$ cat src/rtl/core/octt_pkg.sv
`timescale 1ns / 1ps
`default_nettype none

package octt_pkg;

  typedef enum logic {
    OP_REGISTER = 1'b0,
    OP_TICK     = 1'b1
  } op_e;

  typedef enum logic [1:0] {
    KIND_REGISTERED = 2'd0,
    KIND_FULL       = 2'd1,
    KIND_FIRED      = 2'd2,
    KIND_NONE       = 2'd3
  } kind_e;

  typedef enum logic [1:0] {
    ST_IDLE,
    ST_WALK,
    ST_FLUSH
  } state_e;

  typedef struct packed {
    op_e         operation;
    logic [15:0] start_count;
    logic [15:0] reload_count;
    logic        periodic;
    logic [15:0] job_tag;
  } request_t;

  typedef struct packed {
    kind_e       kind;
    logic [15:0] fired_tag;
    logic [31:0] fire_sequence;
    logic        last;
  } result_t;

  // Per-cycle command broadcast to every cell of the chain.
  typedef struct packed {
    logic shift;   // take the neighbor's entry
    logic insert;  // the cell addressed by the insert index takes the new entry
  } cell_ctrl_t;

endpackage

`default_nettype wire

$ cat src/rtl/core/octt_cell.sv
`timescale 1ns / 1ps
`default_nettype none

// One timer slot: holds an entry, takes the next cell's entry on shift, or the
// broadcast entry when its own index is addressed.
module octt_cell
  import octt_pkg::*;
#(
  parameter int unsigned COUNT_BITS = 16,
  parameter int unsigned IDX_BITS   = 5,
  parameter int unsigned IDX        = 0
) (
  input  wire logic                  clk_i,
  input  wire cell_ctrl_t            ctrl_i,
  input  wire logic [IDX_BITS-1:0]   ins_idx_i,
  input  wire logic [COUNT_BITS-1:0] ins_cnt_i,
  input  wire logic [COUNT_BITS-1:0] ins_rld_i,
  input  wire logic                  ins_per_i,
  input  wire logic [15:0]           ins_tag_i,
  input  wire logic [COUNT_BITS-1:0] nxt_cnt_i,
  input  wire logic [COUNT_BITS-1:0] nxt_rld_i,
  input  wire logic                  nxt_per_i,
  input  wire logic [15:0]           nxt_tag_i,
  output logic      [COUNT_BITS-1:0] cnt_o,
  output logic      [COUNT_BITS-1:0] rld_o,
  output logic                       per_o,
  output logic      [15:0]           tag_o
);

  logic hit;

  assign hit = ctrl_i.insert && (ins_idx_i == IDX_BITS'(IDX));

  always_ff @(posedge clk_i) begin
    if (hit) begin
      cnt_o <= ins_cnt_i;
      rld_o <= ins_rld_i;
      per_o <= ins_per_i;
      tag_o <= ins_tag_i;
    end else if (ctrl_i.shift) begin
      cnt_o <= nxt_cnt_i;
      rld_o <= nxt_rld_i;
      per_o <= nxt_per_i;
      tag_o <= nxt_tag_i;
    end
  end

endmodule

`default_nettype wire

$ cat src/rtl/core/ordered_countdown_timer_table.sv
// Register transaction, or tick on an empty table: result in the cycle after
//   acceptance; busy stays low, so a new transaction may follow next cycle.
// Tick on a non-empty table: busy while the walk steps through every stored timer
//   as the chain shifts its head out, then through one flush step; last result is
//   registered out of the flush; at most one result per cycle, receiver cannot stall.
// Reset clears timer count, fire sequence and control; slots are written before read.
`timescale 1ns / 1ps
`default_nettype none

module ordered_countdown_timer_table
  import octt_pkg::*;
#(
  parameter int unsigned TIMER_SLOTS = 32,
  parameter int unsigned COUNT_BITS  = 16
) (
  input  wire logic     clk_i,
  input  wire logic     rst_ni,
  input  wire logic     start,
  output logic          busy,
  input  wire request_t req_i,
  output logic          res_valid_o,
  output result_t       res_o
);

  localparam int unsigned IDX_BITS = $clog2(TIMER_SLOTS);
  localparam int unsigned OCC_BITS = $clog2(TIMER_SLOTS + 1);

  // Chain of slots; slot 0 is the oldest timer and the head of the walk.
  logic [COUNT_BITS-1:0] cnt_w [TIMER_SLOTS];
  logic [COUNT_BITS-1:0] rld_w [TIMER_SLOTS];
  logic                  per_w [TIMER_SLOTS];
  logic [15:0]           tag_w [TIMER_SLOTS];

  cell_ctrl_t            ctrl;
  logic [IDX_BITS-1:0]   ins_idx;
  logic [COUNT_BITS-1:0] ins_cnt;
  logic [COUNT_BITS-1:0] ins_rld;
  logic                  ins_per;
  logic [15:0]           ins_tag;

  // Control state
  state_e              state_q, state_d;
  logic [OCC_BITS-1:0] occ_q, occ_d;     // timers in the table
  logic [OCC_BITS-1:0] rem_q, rem_d;     // timers still to walk this tick
  logic [OCC_BITS-1:0] kept_q, kept_d;   // timers kept so far this tick
  logic [IDX_BITS-1:0] wr_idx_q, wr_idx_d;
  logic [31:0]         seq_q, seq_d;
  logic                pend_vld_q, pend_vld_d;
  logic [15:0]         pend_tag_q, pend_tag_d;
  logic [31:0]         pend_seq_q, pend_seq_d;
  logic                res_valid_d;
  result_t             res_d;

  logic accept;
  logic full;
  logic head_fire;
  logic head_keep;

  assign accept    = start && !busy;
  assign full      = (occ_q == OCC_BITS'(TIMER_SLOTS));
  assign head_fire = (cnt_w[0] == '0);
  assign head_keep = !head_fire || per_w[0];

  for (genvar g = 0; g < TIMER_SLOTS; g++) begin : g_cell
    if (g == TIMER_SLOTS - 1) begin : g_tail
      // Nothing beyond the tail: feed the broadcast entry, its value is unused.
      octt_cell #(
        .COUNT_BITS (COUNT_BITS),
        .IDX_BITS   (IDX_BITS),
        .IDX        (g)
      ) u_cell (
        .clk_i     (clk_i),
        .ctrl_i    (ctrl),
        .ins_idx_i (ins_idx),
        .ins_cnt_i (ins_cnt),
        .ins_rld_i (ins_rld),
        .ins_per_i (ins_per),
        .ins_tag_i (ins_tag),
        .nxt_cnt_i (ins_cnt),
        .nxt_rld_i (ins_rld),
        .nxt_per_i (ins_per),
        .nxt_tag_i (ins_tag),
        .cnt_o     (cnt_w[g]),
        .rld_o     (rld_w[g]),
        .per_o     (per_w[g]),
        .tag_o     (tag_w[g])
      );
    end else begin : g_body
      octt_cell #(
        .COUNT_BITS (COUNT_BITS),
        .IDX_BITS   (IDX_BITS),
        .IDX        (g)
      ) u_cell (
        .clk_i     (clk_i),
        .ctrl_i    (ctrl),
        .ins_idx_i (ins_idx),
        .ins_cnt_i (ins_cnt),
        .ins_rld_i (ins_rld),
        .ins_per_i (ins_per),
        .ins_tag_i (ins_tag),
        .nxt_cnt_i (cnt_w[g+1]),
        .nxt_rld_i (rld_w[g+1]),
        .nxt_per_i (per_w[g+1]),
        .nxt_tag_i (tag_w[g+1]),
        .cnt_o     (cnt_w[g]),
        .rld_o     (rld_w[g]),
        .per_o     (per_w[g]),
        .tag_o     (tag_w[g])
      );
    end
  end

  always_ff @(posedge clk_i or negedge rst_ni) begin
    if (!rst_ni) begin
      state_q     <= ST_IDLE;
      occ_q       <= '0;
      rem_q       <= '0;
      kept_q      <= '0;
      wr_idx_q    <= '0;
      seq_q       <= '0;
      pend_vld_q  <= 1'b0;
      res_valid_o <= 1'b0;
    end else begin
      state_q     <= state_d;
      occ_q       <= occ_d;
      rem_q       <= rem_d;
      kept_q      <= kept_d;
      wr_idx_q    <= wr_idx_d;
      seq_q       <= seq_d;
      pend_vld_q  <= pend_vld_d;
      res_valid_o <= res_valid_d;
    end
  end

  // Result payload and pending firing hold no reset.
  always_ff @(posedge clk_i) begin
    res_o      <= res_d;
    pend_tag_q <= pend_tag_d;
    pend_seq_q <= pend_seq_d;
  end

  assign busy = (state_q != ST_IDLE);

  // A tick pops the head each cycle while the chain shifts toward it. A kept
  // timer is written back behind the timers not yet walked, at wr_idx; that
  // slot drops by one per step and holds still when a timer is kept, so the
  // survivors end up packed from slot 0 in their old order. A firing is held
  // until the next firing or flush so its last flag is known as it leaves.
  always_comb begin
    state_d     = state_q;
    occ_d       = occ_q;
    rem_d       = rem_q;
    kept_d      = kept_q;
    wr_idx_d    = wr_idx_q;
    seq_d       = seq_q;
    pend_vld_d  = pend_vld_q;
    pend_tag_d  = pend_tag_q;
    pend_seq_d  = pend_seq_q;
    res_valid_d = 1'b0;
    res_d       = '{kind: KIND_NONE, fired_tag: '0, fire_sequence: '0, last: 1'b1};

    ctrl.shift  = 1'b0;
    ctrl.insert = 1'b0;
    ins_idx     = occ_q[IDX_BITS-1:0];
    ins_cnt     = COUNT_BITS'(req_i.start_count);
    ins_rld     = COUNT_BITS'(req_i.reload_count);
    ins_per     = req_i.periodic;
    ins_tag     = req_i.job_tag;

    unique case (state_q)
      ST_IDLE: begin
        if (accept) begin
          res_valid_d = 1'b1;
          if (req_i.operation == OP_REGISTER) begin
            if (full) begin
              res_d.kind = KIND_FULL;
            end else begin
              // Append at the tail of the table.
              res_d.kind  = KIND_REGISTERED;
              ctrl.insert = 1'b1;
              occ_d       = occ_q + OCC_BITS'(1);
            end
          end else if (occ_q == '0) begin
            res_d.kind = KIND_NONE;
          end else begin
            res_valid_d = 1'b0;
            state_d     = ST_WALK;
            rem_d       = occ_q;
            kept_d      = '0;
            wr_idx_d    = IDX_BITS'(occ_q - OCC_BITS'(1));
            pend_vld_d  = 1'b0;
          end
        end
      end

      ST_WALK: begin
        ctrl.shift  = 1'b1;
        ctrl.insert = head_keep;
        ins_idx     = wr_idx_q;
        ins_cnt     = head_fire ? rld_w[0] : cnt_w[0] - COUNT_BITS'(1);
        ins_rld     = rld_w[0];
        ins_per     = per_w[0];
        ins_tag     = tag_w[0];
        if (head_fire) begin
          // Release the previous firing, hold this one.
          if (pend_vld_q) begin
            res_valid_d = 1'b1;
            res_d       = '{kind: KIND_FIRED, fired_tag: pend_tag_q,
                            fire_sequence: pend_seq_q, last: 1'b0};
          end
          pend_vld_d = 1'b1;
          pend_tag_d = tag_w[0];
          pend_seq_d = seq_q;
          seq_d      = seq_q + 32'd1;
        end
        if (head_keep) begin
          kept_d = kept_q + OCC_BITS'(1);
        end else begin
          wr_idx_d = wr_idx_q - IDX_BITS'(1);
        end
        rem_d = rem_q - OCC_BITS'(1);
        if (rem_q == OCC_BITS'(1)) begin
          state_d = ST_FLUSH;
        end
      end

      ST_FLUSH: begin
        // Close the tick: last firing, or a single none result.
        res_valid_d = 1'b1;
        if (pend_vld_q) begin
          res_d = '{kind: KIND_FIRED, fired_tag: pend_tag_q,
                    fire_sequence: pend_seq_q, last: 1'b1};
        end
        pend_vld_d = 1'b0;
        occ_d      = kept_q;
        state_d    = ST_IDLE;
      end

      default: begin
        state_d = ST_IDLE;
      end
    endcase
  end

  // Table never holds more timers than it has slots.
  assert property (@(posedge clk_i) disable iff (!rst_ni)
    occ_q <= OCC_BITS'(TIMER_SLOTS))
    else $error("timer count exceeds slot count");

  // During a walk, kept plus still-to-walk never exceeds the starting count.
  assert property (@(posedge clk_i) disable iff (!rst_ni)
    (state_q == ST_WALK) |->
      ((OCC_BITS+1)'(kept_q) + (OCC_BITS+1)'(rem_q) <= (OCC_BITS+1)'(occ_q)))
    else $error("walk bookkeeping out of range");

  // A register transaction answers in the next cycle with a single result.
  assert property (@(posedge clk_i) disable iff (!rst_ni)
    (accept && (req_i.operation == OP_REGISTER)) |=> (res_valid_o && res_o.last))
    else $error("register transaction gave no final result");

  // Only firings may be followed by further results of the same tick.
  assert property (@(posedge clk_i) disable iff (!rst_ni)
    (res_valid_o && (res_o.kind != KIND_FIRED)) |-> res_o.last)
    else $error("non-fired result not marked last");

  // Walking ends in the flush step after the final timer.
  assert property (@(posedge clk_i) disable iff (!rst_ni)
    (state_q == ST_WALK && rem_q == OCC_BITS'(1)) |=> (state_q == ST_FLUSH))
    else $error("walk did not end in flush");

endmodule

`default_nettype wire

$ cat config.mk
export PLATFORM = sky130hd
export DESIGN_NAME = ordered_countdown_timer_table
export DESIGN_NICKNAME = d
export VERILOG_FILES = /design/src/rtl/core/octt_pkg.sv /design/src/rtl/core/octt_cell.sv /design/src/rtl/core/ordered_countdown_timer_table.sv
export SDC_FILE = /design/constraint.sdc
export NUM_CORES = 2
export LEC_CHECK = 0
export ABC_AREA = 1
export BUFFER_PORTS_ARGS = -buffer_cell sky130_fd_sc_hd__clkbuf_2
export CELL_PAD_IN_SITES_DETAIL_PLACEMENT = 1
export CELL_PAD_IN_SITES_GLOBAL_PLACEMENT = 2
export CORE_ASPECT_RATIO = 1.25
export CORE_MARGIN = 2
export CORE_UTILIZATION = 39
export CTS_BUF_LIST = sky130_fd_sc_hd__clkbuf_2
export DETAILED_ROUTE_END_ITERATION = 10
export PLACE_DENSITY = 0.82
export SYNTH_ARGS = -nofsm -noshare
export SYNTH_HDL_FRONTEND = slang
export SYNTH_SLANG_ARGS = --single-unit
$ cat constraint.sdc
create_clock -name clk_i -period 4 [get_ports clk_i]
set_clock_uncertainty 0.1 [all_clocks]
set_input_delay 0.6 -clock clk_i [delete_from_list [all_inputs] [get_ports clk_i]]
set_output_delay 0.6 -clock clk_i [all_outputs]
set_load 0.02 [all_outputs]
After elaboration in Yosys (flattened, before gate mapping). Cells that the tools add are included.

Input bits: 53. Register bits: 1726. Output and inout bits: 53. Logic and storage cells: 585.

Reductions and logical operators: 83. Muxes and demuxes: 309. Equal/unequal tests: 44. $add $sub $neg: 7.

Operator list (number): $mux W16 (196); $mux W50 (3); $pmux W49 S2 (1); $eq A5 B5 Y1 const B (16); $mux W1 (79); $reduce_bool A2 Y1 (35); $mux W6 (10); $eq A5 B4 Y1 const B (8); $pmux W6 S2 (3); $logic_and A1 B1 Y1 (33); $add A32 B1 Y32 const B (1); $mux W5 (5); $eq A5 B3 Y1 const B (4); $ne A2 B2 Y1 const B (9); $logic_not A16 Y1 (1); $sub A16 B1 Y16 const B (1); $reduce_and A5 Y1 (3); $add A6 B1 Y6 const B (2); $mux W2 (6); $reduce_and A4 Y1 (3); $eq A5 B2 Y1 const B (2); $pmux W5 S2 (1); $sub A5 B1 Y5 const B (2); $eq A6 B1 Y1 const B (1); 16 further kinds (18).

Depth between registers and ports, before layout.
Depth in word-level cells: 7. Mapped depth: 16. Mapped depth without buffers: 13.

Cells and area by module. From an unflattened synthesis, not the netlist that was laid out.

Cell total of the unflattened synthesis: 8135. Area total of the unflattened synthesis: 79751.5 µm².

Modules (own cells, without submodules): octt_cell at g_cell[10].g_body.u_cell ... (seq. area each 1471.4 µm², instances 8, cells an instance 222, area each 2239.6 µm²); octt_cell at g_cell[11].g_body.u_cell ... (seq. area each 1471.4 µm², instances 4, cells an instance 223, area each 2250.9 µm²); octt_cell at g_cell[1].g_body.u_cell ... (seq. area each 1471.4 µm², instances 4, cells an instance 225, area each 2248.4 µm²); octt_cell at g_cell[21].g_body.u_cell ... (seq. area each 1471.4 µm², instances 4, cells an instance 218, area each 2204.6 µm²); ordered_countdown_timer_table (seq. area each 3938.8 µm², instances 1, cells an instance 1031, area each 8012.7 µm²); octt_cell at g_cell[15].g_body.u_cell ... (seq. area each 1471.4 µm², instances 3, cells an instance 219, area each 2210.9 µm²); octt_cell at g_cell[12].g_body.u_cell ... (seq. area each 1471.4 µm², instances 2, cells an instance 224, area each 2304.7 µm²); octt_cell at g_cell[19].g_body.u_cell ... (seq. area each 1471.4 µm², instances 2, cells an instance 224, area each 2255.9 µm²); octt_cell at g_cell[23].g_body.u_cell ... (seq. area each 1471.4 µm², instances 2, cells an instance 223, area each 2219.6 µm²); octt_cell at g_cell[0].g_body.u_cell (seq. area each 1471.4 µm², instances 1, cells an instance 223, area each 2311.0 µm²); octt_cell at g_cell[16].g_body.u_cell (seq. area each 1471.4 µm², instances 1, cells an instance 223, area each 2297.2 µm²); octt_cell at g_cell[31].g_tail.u_cell (seq. area each 1471.4 µm², instances 1, cells an instance 219, area each 2204.6 µm²).

Worst setup path before layout. Ideal clock, no wire load.

Path type: reg2reg. Start point: register state_q[1]. End point: register kept_q[0]. Path buffers: 3. Cell stages (with the launch flop): 11. Arrival time: 3.953 ns. Period minus slack after synthesis: 4.184 ns. Slack: -0.184 ns. Library setup time: 0.132 ns. Required time: 3.768 ns. Cells stage by stage: dfrtp_1 > inv_1 > ha_1 > buf_4 > inv_4 > clkbuf_1 > nor2_1 > nand2_1 > nand2_1 > clkbuf_1 > o21ai_0.

Cells in the longest elaborated chain, start to end: 5. Elaborated cells between the ends (all ways): 12. Classes of those cells: 5 x eq/ne; 1 x mux; 6 x reduce/logical.

Ends and longest elaborated chain: start: declaration (line ordered_countdown_timer_table.sv:42) `state_e state_q, state_d;`; start signal: assignment (line ordered_countdown_timer_table.sv:124) `state_q <= state_d;`; $reduce_bool A2 Y1 (line ordered_countdown_timer_table.sv:142) `assign busy = (state_q != ST_IDLE);`; $logic_not A1 Y1 (line ordered_countdown_timer_table.sv:59) `assign accept = start && !busy;`; $logic_and A1 B1 Y1 (line ordered_countdown_timer_table.sv:59); $ne A2 B2 Y1 (no source line); $reduce_and A5 Y1 (no source line); end signal: assignment (line ordered_countdown_timer_table.sv:127) `kept_q <= kept_d;`; end: declaration (line ordered_countdown_timer_table.sv:45) `logic [OCC_BITS-1:0] kept_q, kept_d;`.

Several ways; a longest one is shown, not always the timed one. A chain may end at the register's enable or synchronous reset.

Final worst setup path.
Start point: register state_q[1]. End point: register g_cell[23].g_body.u_cell.tag_o[12] (enable).

Cells in the longest elaborated chain, start to end: 7. Elaborated cells between the ends (all ways): 12. Classes of those cells: 2 x eq/ne; 4 x mux; 6 x reduce/logical.

Ends and longest elaborated chain: $reduce_bool A2 Y1 (line ordered_countdown_timer_table.sv:142); $logic_not A1 Y1 (line ordered_countdown_timer_table.sv:59); $logic_and A1 B1 Y1 (line ordered_countdown_timer_table.sv:59); $mux W1 (line ordered_countdown_timer_table.sv:172) `if (accept) begin`; $pmux W1 S2 (line ordered_countdown_timer_table.sv:170) `unique case (state_q)`; $logic_and A1 B1 Y1 (line octt_cell.sv:32) `assign hit = ctrl_i.insert && (ins_idx_i == IDX_BITS'(IDX));`; $reduce_bool A2 Y1 (no source line) (*); end signal: assignment (line octt_cell.sv:39) `tag_o <= ins_tag_i;`; end signal: assignment (line octt_cell.sv:44) `tag_o <= nxt_tag_i;`; end: declaration (line octt_cell.sv:27) `output logic [15:0] tag_o`.

Mark *: on every way between the ends. The rest lies on a longest branch, timed or not.

==> results.tsv <==
metric	value	unit
leakage	0.0363	uW
finalNonFillerCells	11100	
finalMaxSlewViolations	0	
dr.first_iter.drc_count	3053	
cts_root_buf	clkbuf_2	
area_growth	10.6	%
grt_max_degree	166	
cts_buffers	450	
num_rows	181	
cts.sinks	1726	
tightest_slew	1280	ps
seq_area_frac_synth	66.6	%
finalSetupViolations	0	
insertion_delay	1950	ps
die_y	500	um
ir_drop	0.554	mV
fillers	22200	
dr.pass1.iters	5	
route.antenna.remaining_nets	0	
synthArstFlopShare	3.42	%
critical_path.max_fanout	46	
post-route-period-util	91.8	%
hold_path.class	register to register	
dp.cells	10200	
yosysUniqueCellTypes	35	
start_kind	register	
syn_inst	7899	
antenna_found_initial	7	
max_freq	272	MHz
pin_count	106	
cp.arrival	5010	ps
syn-num-nets	7971	
drc	0	
synth_flop_cell	edfxtp_1	
grt_pass1_wl	338000	um
wl	211000	um
setup-tns-final	0	ps
max-slew-margin-rel	14.5	%
design.die.area	200000	um2
dpl.hpwl	139000	um
die_w	400	um
drive_gt1_share	13.5	%
fin_nets	8247	
synth_edf_count	1616	
htreeDepth	5	
coreArea	195000	um2
yosys.area.top_type	edfxtp_1	
cap_violations	0	
via_per_inst	5.13	
endpoint_kind	register	
finalHoldViolCount	0	
cts_buffer_depth	4	
grt_setup_unrepaired	no	
num_vias	56700	
powerDensity	816	nW/um2
synth_top_area_share	63.3	%
netlist_area	76600	um2
track_usage	21.2	%
min_period	3670	ps
synth-seq-cells	1726	
portBuffers	105	
gr-total-overflow	0	
start_util	39.3	%
ys_warn_count	0	
cts.clk_slew.worst_paths	110	ps
wl_per_cell	19.1	um
place.gp.congestion	0.824	
postSynthAreaPerCell	9.70	um2
first_global_vias	61100	
critPathRequiredTime	5340	ps
synthTopCellsByArea	edfxtp_1 63%, nand2_1 20%, nand3_1 7.0%	
worstSetupPathType	register to register	
status	finished clean	
cts_setup_buffers	0	
cts_tree	done	
## final cells by class
type	instances	area (um2)	share of cell area, %
tap	2562	3210	3.78
inverter	106	403	0.476
clock inverter	80	370	0.437
clock buffer	682	3410	4.03
antenna	10	25.0	0.0295
multi-input combinational	5482	22900	27.0
sequential	1726	51000	60.2
timing repair buffer	409	3370	3.98
## logic make-up after synthesis
kind of cell / share of synthesized area [%]
xor gates and xnor gates: 0.389
DFF: 66.6
AOI/OAI and AO/OA: 0.759
adders and majority gates: 0.310
buffers and inverters: 3.83
and+or+nand+nor: 28.1
## routing by layer
layer / global-route usage [%] / part of all wire [%] / up-vias
met5: 0 / 0 / -
met4: 7.61 / 2.9 / 0
met3: 3.51 / 3.8 / 404
met2: 40.7 / 55 / 1061
met1: 23.1 / 39 / 28400
li1: - / - / 26800
## flip-flops by register name, indices dropped and copies added, names as in the netlist
signal                      cells
res_o                          51
g_cell.g_body.u_cell.rld_o    496
seq_q                          32
g_cell.g_tail.u_cell.per_o      1
pend_tag_q                     16
pend_seq_q                     32
kept_q                          6
g_cell.g_body.u_cell.tag_o    496
res_valid_o                     1
g_cell.g_body.u_cell.cnt_o    496
pend_vld_q                      1
wr_idx_q                        5
state_q                         2
g_cell.g_tail.u_cell.tag_o     16
g_cell.g_body.u_cell.per_o     31
rem_q                           6
occ_q                           6
g_cell.g_tail.u_cell.rld_o     16
g_cell.g_tail.u_cell.cnt_o     16
## Yosys cell counts, types with 2 or more instances
library cell	n
nand2_1	4023
edfxtp_1	1616
nand3_1	1065
buf_2	253
clkbuf_1	218
nor2_1	201
buf_1	110
inv_1	78
dfrtp_1	59
dfxtp_1	51
o21ai_0	43
a21oi_2	33
xor2_1	27
ha_1	19
inv_2	18
nand3b_1	13
nor2_2	11
nor3_1	9
clkinv_1	8
a21oi_1	7
xnor2_1	7
nand2_2	5
nor2_4	5
or2_2	4
buf_4	3
nand4_1	3
inv_4	2
## final timing paths
path | to | from | slack (ps) | cells past startpoint
max in group asynchronous | seq_q[24]$_DFFE_PN0P_ | rst_ni | 2420 | 7
hold / removal | g_cell[18].g_body.u_cell.tag_o[5]$_DFFE_PP_ | g_cell[19].g_body.u_cell.tag_o[5]$_DFFE_PP_ | 290 | 2
min in group asynchronous | seq_q[26]$_DFFE_PN0P_ | rst_ni | 880 | 6
setup / recovery | g_cell[23].g_body.u_cell.tag_o[12]$_DFFE_PP_ | state_q[1]$_DFFE_PN0P_ | 330 | 10
hold reg to reg | g_cell[18].g_body.u_cell.tag_o[5]$_DFFE_PP_ | g_cell[19].g_body.u_cell.tag_o[5]$_DFFE_PP_ | 290 | 2
setup reg to reg | g_cell[23].g_body.u_cell.tag_o[12]$_DFFE_PP_ | state_q[1]$_DFFE_PN0P_ | 330 | 10
## metrics by stage
step	area (um2)	utilization [%]	worst slack, ps	power, uW	hold slack, ps
after global routing	84700	43.4	50.3	73900	184
final	84700	43.4	329	69100	291
after global placement	79800	40.9	445	56900	336
after floorplan	76600	-	19.1	48600	204
after detailed placement	79800	40.9	415	58000	336
after CTS	84700	43.4	56.9	70100	22.4
## layout by cell type, fill, tap and decap left out, types with 2 or more instances in the layout
cell,instances
nor3_1,9
inv_1,78
nor2_1,184
bufinv_16,2
o21ai_4,2
nand2_2,43
or2_2,4
ha_1,17
clkinv_1,70
clkbuf_2,787
o21ai_0,43
clkinv_2,11
nand3_1,1065
buf_12,22
nand2_1,3984
diode_2,10
buf_4,175
nand4_1,3
ha_2,2
nor2_2,11
nor2_4,22
nand3b_1,13
a21oi_2,33
dfrtp_1,59
inv_2,22
inv_4,2
xor2_1,27
dlygate4sd3_1,106
edfxtp_1,1616
dfxtp_1,51
xnor2_1,7
a21oi_1,7
## critical path: stages, from the launching register on
cell and delay, ps:
dfrtp_1 430, inv_1 160, ha_2 360, buf_4 540, nand2_2 150, nand2_4 200, buf_4 310, buf_4 380
nand2_1 170, nand2_2 100, buf_4 350
## repair_timing
item / 4_1_cts / 5_1_grt
gates resized for setup: 1 / 0
hold buffers: 107 / 0
endpoints found under the setup margin: 1 / 0
hold endpoints to repair: 3151 / 0
## power breakdown
group	switching, uW	total [uW]	internal (uW)
Clock	7270	11900	4580
Sequential	2300	34000	31700
Combinational	17800	23200	5400
Total	27400	69100	41700
Note: power is estimated with default switching activity, not from simulation.
